### src/design/set_assoc_cache_lfu_marking_replacement_defines.svh
// Assertion macros shared by the cache controller files.
`ifndef SET_ASSOC_CACHE_LFU_MARKING_REPLACEMENT_DEFINES_SVH
`define SET_ASSOC_CACHE_LFU_MARKING_REPLACEMENT_DEFINES_SVH

// Property must hold from the cycle after the antecedent.
`define SAC_ASSERT_NEXT(label, ante, cons, msg) \
  label: assert property (@(posedge clk) disable iff (rst) (ante) |=> (cons)) else $error(msg);

// Property must hold in the same cycle.
`define SAC_ASSERT_NOW(label, ante, cons, msg) \
  label: assert property (@(posedge clk) disable iff (rst) (ante) |-> (cons)) else $error(msg);

`endif

### src/design/sac_pkg.sv
package sac_pkg;
  localparam int Sets      = 64;
  localparam int Ways      = 8;
  localparam int LineBytes = 64;
  localparam int AddrBits  = 32;

  localparam int OffBits = $clog2(LineBytes);
  localparam int SetBits = $clog2(Sets);
  localparam int WayBits = $clog2(Ways);
  localparam int TagBits = AddrBits - OffBits - SetBits;
  localparam int CntBits = $clog2(Ways + 1);

  localparam logic POLICY_LFU  = 1'b0;
  localparam logic POLICY_MARK = 1'b1;

  typedef logic [SetBits-1:0] set_t;
  typedef logic [WayBits-1:0] way_t;
  typedef logic [TagBits-1:0] tag_t;
  typedef logic [CntBits-1:0] mcnt_t;

  // controller -> datapath
  typedef struct packed {
    logic load;    // capture request, start set read
    logic lookup;  // register tag compare and line state
    logic decide;  // pick way, compute new line state
    logic reorder; // one bubble step of the priority list
    logic commit;  // write back set state, update totals
  } sac_cmd_t;

  // datapath -> controller
  typedef struct packed {
    logic reorder_done;
  } sac_sts_t;
endpackage

### src/design/sac_ctrl.sv
module sac_ctrl (
  input  logic              clk,
  input  logic              rst,
  input  logic              in_fire,
  input  logic              out_busy,
  input  sac_pkg::sac_sts_t sts,
  output sac_pkg::sac_cmd_t cmd,
  output logic              idle,
  output logic              rsp_set
);
  import sac_pkg::*;
  `include "set_assoc_cache_lfu_marking_replacement_defines.svh"

  typedef enum logic [2:0] {S_IDLE, S_READ, S_LOOK, S_DECIDE, S_REORD, S_COMMIT} state_t;
  state_t state;

  always_comb begin
    cmd = '0;
    cmd.load    = in_fire;
    cmd.lookup  = (state == S_LOOK);
    cmd.decide  = (state == S_DECIDE);
    cmd.reorder = (state == S_REORD);
    cmd.commit  = (state == S_COMMIT) && !out_busy;
    idle        = (state == S_IDLE);
  end

  always_ff @(posedge clk) begin
    if (rst) begin
      state   <= S_IDLE;
      rsp_set <= 1'b0;
    end else begin
      rsp_set <= cmd.commit;
      case (state)
        S_IDLE:   if (in_fire) state <= S_READ;
        S_READ:   state <= S_LOOK;
        S_LOOK:   state <= S_DECIDE;
        S_DECIDE: state <= S_REORD;
        S_REORD:  if (sts.reorder_done) state <= S_COMMIT;
        S_COMMIT: if (!out_busy) state <= S_IDLE;
        default:  state <= S_IDLE;
      endcase
    end
  end

  `SAC_ASSERT_NEXT(a_fire_idle, in_fire, state == S_READ, "request taken outside idle")
  `SAC_ASSERT_NEXT(a_commit_rsp, cmd.commit, rsp_set, "commit without response")
  `SAC_ASSERT_NOW(a_no_fire_busy, state != S_IDLE, !in_fire, "request accepted while busy")
endmodule

### config.mk
export PLATFORM = sky130hd
export DESIGN_NAME = sac_ctrl
export DESIGN_NICKNAME = d
export VERILOG_FILES = /design/src/design/sac_pkg.sv /design/src/design/sac_ctrl.sv
export VERILOG_INCLUDE_DIRS = /design/src /design/src/design
export SDC_FILE = /design/constraint.sdc
export NUM_CORES = 1
export LEC_CHECK = 0
export ABC_AREA = 1
export BUFFER_PORTS_ARGS = -buffer_cell sky130_fd_sc_hd__buf_2
export CORE_AREA = 2 2 39 41
export CTS_BUF_LIST = sky130_fd_sc_hd__clkbuf_8
export DETAILED_ROUTE_END_ITERATION = 16
export DIE_AREA = 0 0 41 43
export RECOVER_POWER = 100
export SYNTH_ARGS = -nofsm -noshare
export SYNTH_HDL_FRONTEND = slang
export SYNTH_SLANG_ARGS = --single-unit
### constraint.sdc
create_clock -name clk -period 0.95 [get_ports clk]
set_clock_uncertainty 0.05 [all_clocks]
set_input_delay 0.095 -clock clk [delete_from_list [all_inputs] [get_ports clk]]
set_output_delay 0.095 -clock clk [all_outputs]
set_load 0.03 [all_outputs]
== After elaboration in Yosys (flattened, before gate mapping) ==
Index checks and enable logic that the tools add are counted.

* Memory bits (writable): 0
* Latch bits: 0
* Memories kept: 0
* Bits of input ports: 5
* Flip-flop bits (word level): 4
* Output and inout port bits: 7
* Logic and storage cells: 18
* Bits in read-only memories: 0

* $mul: 0
* Magnitude comparators: 0
* Div/mod/pow operators: 0
* Shift-type cells: 0
* Mux-type cells: 4
* Reduce and logical (&&, ||, !) cells: 4
* Eq/ne operators: 8
* Bitwise logic cells: 0
* Add/sub/neg operators: 0

{| class="wikitable"
|+ Operators by type and width
! cell !! number
|-
| $pmux 3 s6 || 1
|-
| $mux 3 || 3
|-
| $eq 3x2->1 const B || 2
|-
| $eq 3x3->1 const B || 2
|-
| $ne 2x2->1 const B || 3
|-
| $eq 3x1->1 const B || 1
|-
| $logic_not 3->1 || 1
|-
| $reduce_and 3->1 || 1
|-
| $logic_and 1x1->1 || 1
|-
| $logic_not 1->1 || 1
|}

== Logic depth before layout (Yosys ltp) ==
Gate-level depths: netlist (run 1).

* Depth after elaboration: 3
* Mapped depth: 6
* Gate-level depth less buffers: 5

== Worst setup path before layout (run 1) ==
No wires, ideal clock.

* Path kind: register to output
* Start: register state[1]
* End: output port cmd[3] in the netlist's numbering
* Path slack: -0.353 ns
* Stages on the path, launching flop included: 3
* Arrival time: 1.158 ns
* Cell sequence: dfxtp_1 -> inv_2 -> nor3_1

{| class="wikitable"
|+ RTL lines
! what !! RTL line !! text
|-
| from (decl) || sac_ctrl.sv:15 || <nowiki>state_t state;</nowiki>
|-
| from (signal assigned) || sac_ctrl.sv:29 || <nowiki>state <= S_IDLE;</nowiki>
|-
| from (signal assigned) || sac_ctrl.sv:34 || <nowiki>S_IDLE: if (in_fire) state <= S_READ;</nowiki>
|-
| from (signal assigned) || sac_ctrl.sv:35 || <nowiki>S_READ: state <= S_LOOK;</nowiki>
|-
| to (decl) || sac_ctrl.sv:7 || <nowiki>output sac_pkg::sac_cmd_t cmd,</nowiki>
|}

== Worst setup path in the final report (run 1) ==
* Start: register state[1]
* End: output port idle

* Word-level cells in the longest chain between the ends: 1

{| class="wikitable"
|+ Ends and longest elaborated chain
! what !! RTL line !! text
|-
| $logic_not 3->1 || sac_ctrl.sv:24 || <nowiki>idle = (state == S_IDLE);</nowiki>
|-
| to (decl) || sac_ctrl.sv:8 || <nowiki>output logic idle,</nowiki>
|}

No other way between the ends.

==> results of run 1 <==
## registers in the layout, summed over array words and instances, names as in the netlist
register  cells
rsp_set       1
state         3
## per-layer routing
metal	track usage, %	vias up
met3	6.283	0
met1	9.904	130
met4	4.000	0
li1	-	155
met5	0	-
met2	12.50	12
## worst max path at each step
stage                  end  slack (ns)
floorplan           cmd[2]       -0.01
global placement    cmd[0]       -0.12
detailed placement  cmd[0]       -0.15
CTS                   idle       -0.22
global route          idle       -0.24
finish                idle       -0.21
## layout by cell type, fill, tap and decap left out
cell type  instances
clkbuf_8           3
nand3_2            5
nor3_4             2
nand2_2            1
buf_2              4
inv_4              1
nand3_1            1
clkbuf_2           1
nor2_4             2
dfxtp_1            1
nor2_1             4
buf_4              4
nand4_2            1
dfxtp_4            3
clkbuf_1           1
inv_1              4
buf_6             10
nor3_1             2
inv_2              2
a21oi_1            1
nand2_1            4
## worst reg2reg max path: stages (launching register included)
cell and delay [ns]:
dfxtp_4 0.36, buf_6 0.12, buf_4 0.12, nand4_2 0.09
nand3_2 0.08, nor2_1 0.09, nor2_1 0.04
## timing repair
item | CTS | global route
gates resized for setup | 23 | 3
buffers inserted | 2 | 0
setup endpoints to repair | 8 | 7
pin swaps | 3 | 2
## logic make-up (layout without fill, tap and decap cells)
logic type / after synthesis / in the layout
AND/OR/NAND/NOR: 22 / 22
AO/OA/AOI/OAI: 1 / 1
buffers and inverters: 10 / 30
flip-flops: 4 / 4
## power by group
group / switching (mW) / internal [mW]
Clock: 0.0804 / 0.269
Sequential: 0.117 / 0.247
Combinational: 0.482 / 0.513
Total: 0.679 / 1.03
## cell type report
type / count / area, sq um / area share (%)
clock buffers: 3 / 41.29 / 7.838
flip-flops and latches: 4 / 91.34 / 17.34
inverters: 7 / 28.78 / 5.463
repair buffers: 20 / 171.4 / 32.54
multi-input cells: 23 / 173.9 / 33.02
well taps: 16 / 20.02 / 3.800
==> impl_metrics.ini, run 1 <==
[synth]
synth_top_area_share_pct = 30.92
synth_commonest_cells = inv_1, nand2_1, nor2_1
avgSynthCellArea_sq_um = 7.000
synth_top_family_by_area = simple AND/OR/NAND/NOR gates
synth_area_leader_cell = dfxtp_1
seq_area_frac_synth_pct = 30.92
synthSimpleGateAreaFrac_pct = 46.86
synthCells = 37
synth_seq_cells = 4
synth_compound_area_share_pct = 1.932
synthAdderAreaFrac_pct = 0
synth.lib_cells_used.distinct = 13
yosysMostFrequentCell = inv_1
yosysWarnings = 0
ys.flop_type = dfxtp_1
syn_area_sq_um = 259.0
synth_fp_nets = 42
muxShareOfSynthArea_pct = 0
synth-edff-count = 0
synthArstFlopShare_pct = 0
synth_area_leaders = dfxtp_1, inv_1, nand3_1, nand3_2, nor3_1
yosys.area_share.xor_xnor_pct = 0

[sta]
finalHoldViolCount = 0
rsz0062_at_grt = yes
drv_slew = 0
timing.hold.ws_ns = 0.02627
tns_ns = -1.170
worstMarginPinSlew_ns = 0.3577
timing.final.crit_share_pct = 122.2
timing.final.crit_period_ns = 1.161
max_slew_margin_pct = 76.25
max_freq_mhz = 861.6
worst_slack_ns = -0.2106
setup_viol = 7

[floorplan]
rows = 14
start_util_pct = 18.72
die-area_sq_mm = 0.001763
io_pins = 12
core_area_sq_mm = 0.001384
fp.dieH_microns = 43
die_w_microns = 41

[run_status]
status = complete, but fails checks
violations = negative setup slack

[global_routing]
grt_usage_pct = 8.918
overflow = 0
grt_pass1_wl_mm = 1.021
grt_start_max_net_pins = 8
antenna_found_initial = 0
grt_pass1_vias = 270

[clock_network]
clk_latency_ns = 0.21
hold_buffers = 0
numClockSinks = 4
cts_inserted_buffers = 3
cts_max_level = 1
cts_tree = yes
clockBufferDepth = 2
root_buffer = clkbuf_8
clk_pin_slew_ns = 0.03

[final_layout]
design_area_sq_um = 526.8
finalNonFillerCells = 73
finish.utilization_pct = 38.07
drive_above_1_share_pct = 68.42
area_growth_pct = 103.4
final_nets = 64
fillCellCount = 143
antenna_cells = 0

[routing]
vias_per_cell = 4.068
met1_length_microns = 293
dr.max_layer_used = met3
drc = 0
wl_met3_microns = 61
vias = 297
wl_per_cell_microns = 9.164
routed_wl_microns = 669
drt_iter0_drc = 4
route.antenna.remaining_nets = 0
drt_first_pass_iters = 2
dr_wl_met2_microns = 315

[power]
irDropWorstVdd_v = 0.0009701
finalPower_mw = 1.709
leakagePower_nw = 0.2645
power_density_mw_per_mm2 = 3244

[place]
port_buffers = 11
dpl_cell_area_sq_um = 391.6
dp.cells = 68
dp_worst_setup_slack_ns = -0.1520
hpwl_microns = 451.8
place_congestion = 0.8118

[flow_run]
max_cap_viol_count = 0

[critical_path]
cpMostUsedCell = buf_6
cp_slowest_cell = dfxtp_4
crit_start = state[1]
critical_path_class = flop to output port
cp_cell_sequence = buf_6, nor3_4, buf_6
critical-path-top-delay-family = flip-flops
rrSetupSlack_ns = -0.11
cp_max_fo = 5
r2r_start = state[2]
reg2reg_depth = 6
cp.depth = 3
required_ns = 0.81
worstSetupStartpointType = flop
endpoint_kind = output port
cp_slowest_stage_delay_ns = 0.36
arrival_ns = 1.02
critPathBufInv = 2
r2r-end = state[0]

[min_path]
hold_depth = 2
holdPathEnd = state[1]
hp-start = rst
hp-class = input pin to flop
No activity file was read; power rests on OpenSTA's default activity.
==> inputs of run 2 (changes only) <==
--- a/config.mk
+++ b/config.mk
@@ -6,7 +6,6 @@
 export SDC_FILE = /design/constraint.sdc
 export NUM_CORES = 1
 export LEC_CHECK = 0
-export ABC_AREA = 1
 export BUFFER_PORTS_ARGS = -buffer_cell sky130_fd_sc_hd__buf_2
 export CORE_AREA = 2 2 39 41
 export CTS_BUF_LIST = sky130_fd_sc_hd__clkbuf_8
==> run 2 against run 1 <==
The run still ends with negative setup slack left. Critical path type unchanged. Highest routed layer is now met4. Cell count shrank 22%. Global-route usage is 0.89 points lower. Maximum frequency increased by 2.8%. Sequential power shrank 41%. Wire length shrank 12%. Power is 52% lower. Setup slack better by 0.031 ns. Via count shrank 22%. Non-clock buffer count down 3. Design area fell by 17%.
==> impl_metrics.ini, run 2 <==
[run_status]
status = complete, but fails checks
violations = negative setup slack

[synth]
avgSynthCellArea_sq_um = 8.595
synth.lib_cells_used.distinct = 12
synth_commonest_cells = nor2_1, dfxtp_1, nor3_1
synth_fp_nets = 28
yosysWarnings = 0
seq_area_frac_synth_pct = 40.51
syn_area_sq_um = 197.7
synthArstFlopShare_pct = 0
synth_top_area_share_pct = 40.51
synth_area_leaders = dfxtp_1, nor3_1, nor2_1, nand2b_1, buf_6
synth_area_leader_cell = dfxtp_1
synth-edff-count = 0
synthCells = 23
synth_seq_cells = 4
ys.flop_type = dfxtp_1
yosysMostFrequentCell = nor2_1

[critical_path]
endpoint_kind = output port
worstSetupStartpointType = flop
reg2reg_depth = 4
arrival_ns = 0.98
required_ns = 0.81
cp_max_fo = 5
critical_path_class = flop to output port

[floorplan]
rows = 14
core_area_sq_mm = 0.001384
start_util_pct = 14.29
die-area_sq_mm = 0.001763
die_w_microns = 41
io_pins = 12
fp.dieH_microns = 43

[global_routing]
grt_pass1_wl_microns = 828
grt_start_max_net_pins = 8
grt_usage_pct = 8.024
antenna_found_initial = 0
overflow = 0
grt_pass1_vias = 208

[final_layout]
area_growth_pct = 120.9
design_area_sq_um = 436.7
max_flop_register = state
reg_top3 = state x3, rsp_set x1
fillCellCount = 151
layout_common_cells = buf_6, buf_2, buf_4
drive_above_1_share_pct = 70.73
antenna_cells = 0
final_common_cell = buf_6
final_nets = 48
largest_reg_flops = 3

[routing]
drt_first_pass_iters = 3
vias_per_cell = 4.053
drt_iter0_drc = 2
vias = 231
route.antenna.remaining_nets = 0
wl_per_cell_microns = 10.37
routed_wl_microns = 591
drc = 0

[sta]
rsz0062_at_grt = yes
drv_slew = 0
finalHoldViolCount = 0
timing.hold.ws_ns = 0.02780
timing.final.crit_share_pct = 118.9
max_slew_margin_pct = 76.37
worst_slack_ns = -0.1792
worstMarginPinSlew_ns = 0.3560
timing.final.crit_period_ns = 1.129
max_freq_mhz = 885.6
setup_viol = 7
tns_ns = -0.9757

[clock_network]
clk_pin_slew_ns = 0.03
cts_max_level = 1
root_buffer = clkbuf_8
clockBufferDepth = 2
numClockSinks = 4
cts_inserted_buffers = 3
clk_latency_ns = 0.22
hold_buffers = 0
cts_tree = yes

[place]
dpl_cell_area_sq_um = 294.0
place_congestion = 0.7360
hpwl_microns = 343.4
port_buffers = 11

[min_path]
hp-class = input pin to flop
hold_depth = 2

[power]
irDropWorstVdd_v = 0.0004511
leakagePower_nw = 0.1899
power_density_mw_per_mm2 = 1896

[flow_run]
max_cap_viol_count = 0
[run 2: critical path: stages, from the launching register on]
cell and delay [ns]:
dfxtp_4 0.35, buf_6 0.11, nor3_4 0.15, buf_6 0.15
[run 2: layer usage]
layer / up-vias / wire, microns / part of all wire [%] / GRT usage [%]
li1: 113 / - / - / -
met1: 105 / 242 / 41 / 8.654
met2: 11 / 309 / 52 / 10.00
met3: 2 / 22 / 3.7 / 3.141
met4: 0 / 17 / 2.9 / 10.00
met5: - / 0 / 0 / 0
[run 2: cell type report]
cell class,instances,area (sq um),share of cell area (%)
Multi-Input combinational cell,16,142.6,32.66
Timing Repair Buffer,17,137.6,31.52
Sequential cell,4,91.34,20.92
Clock buffer,3,41.29,9.456
Tap cell,16,20.02,4.585
Inverter,1,3.754,0.8596
[run 2: final timing paths]
check / slack, ns / endpoint / from
hold / removal: 0.03 / state[0] / rst
setup / recovery: -0.18 / idle / state[1]
setup reg to reg: -0.12 / state[0] / state[0]
hold reg to reg: 0.52 / rsp_set / state[0]
[run 2: cell families (layout without fill, tap and decap cells)]
kind of cell | Yosys count | in the layout | share of synthesized area, %
xor+xnor | 1 | 1 | 4.431
simple gates | 12 | 12 | 30.38
flops | 4 | 4 | 40.51
mux | 1 | 1 | 5.063
compound gates | 2 | 2 | 8.230
buf+inv | 3 | 21 | 11.39
[run 2: what timing repair did]
action	CTS	global route
buffers inserted	3	0
pin swaps	2	1
endpoints found under the setup margin	8	7
gates cloned	0	0
resized for setup	18	5
[run 2: report_power, final]
group / leakage, nW / switching (mW) / internal [mW]
Clock: 0.0216 / 0.0970 / 0.271
Sequential: 0.0348 / 0.0308 / 0.185
Combinational: 0.134 / 0.111 / 0.133
Total: 0.190 / 0.239 / 0.589
[run 2: per-stage QoR]
stage          setup slack (ns)  util [%]  std cells  power, mW
4_1_cts                 -0.1854     29.84         57     0.7975
3_3_place_gp           -0.09273     21.25         51     0.3721
2_1_floorplan           -0.1010         -         23     0.3285
5_1_grt                 -0.2209     31.56         57     0.8637
3_5_place_dp            -0.1005     21.25         51     0.3740
6_report                -0.1792     31.56         57     0.8280
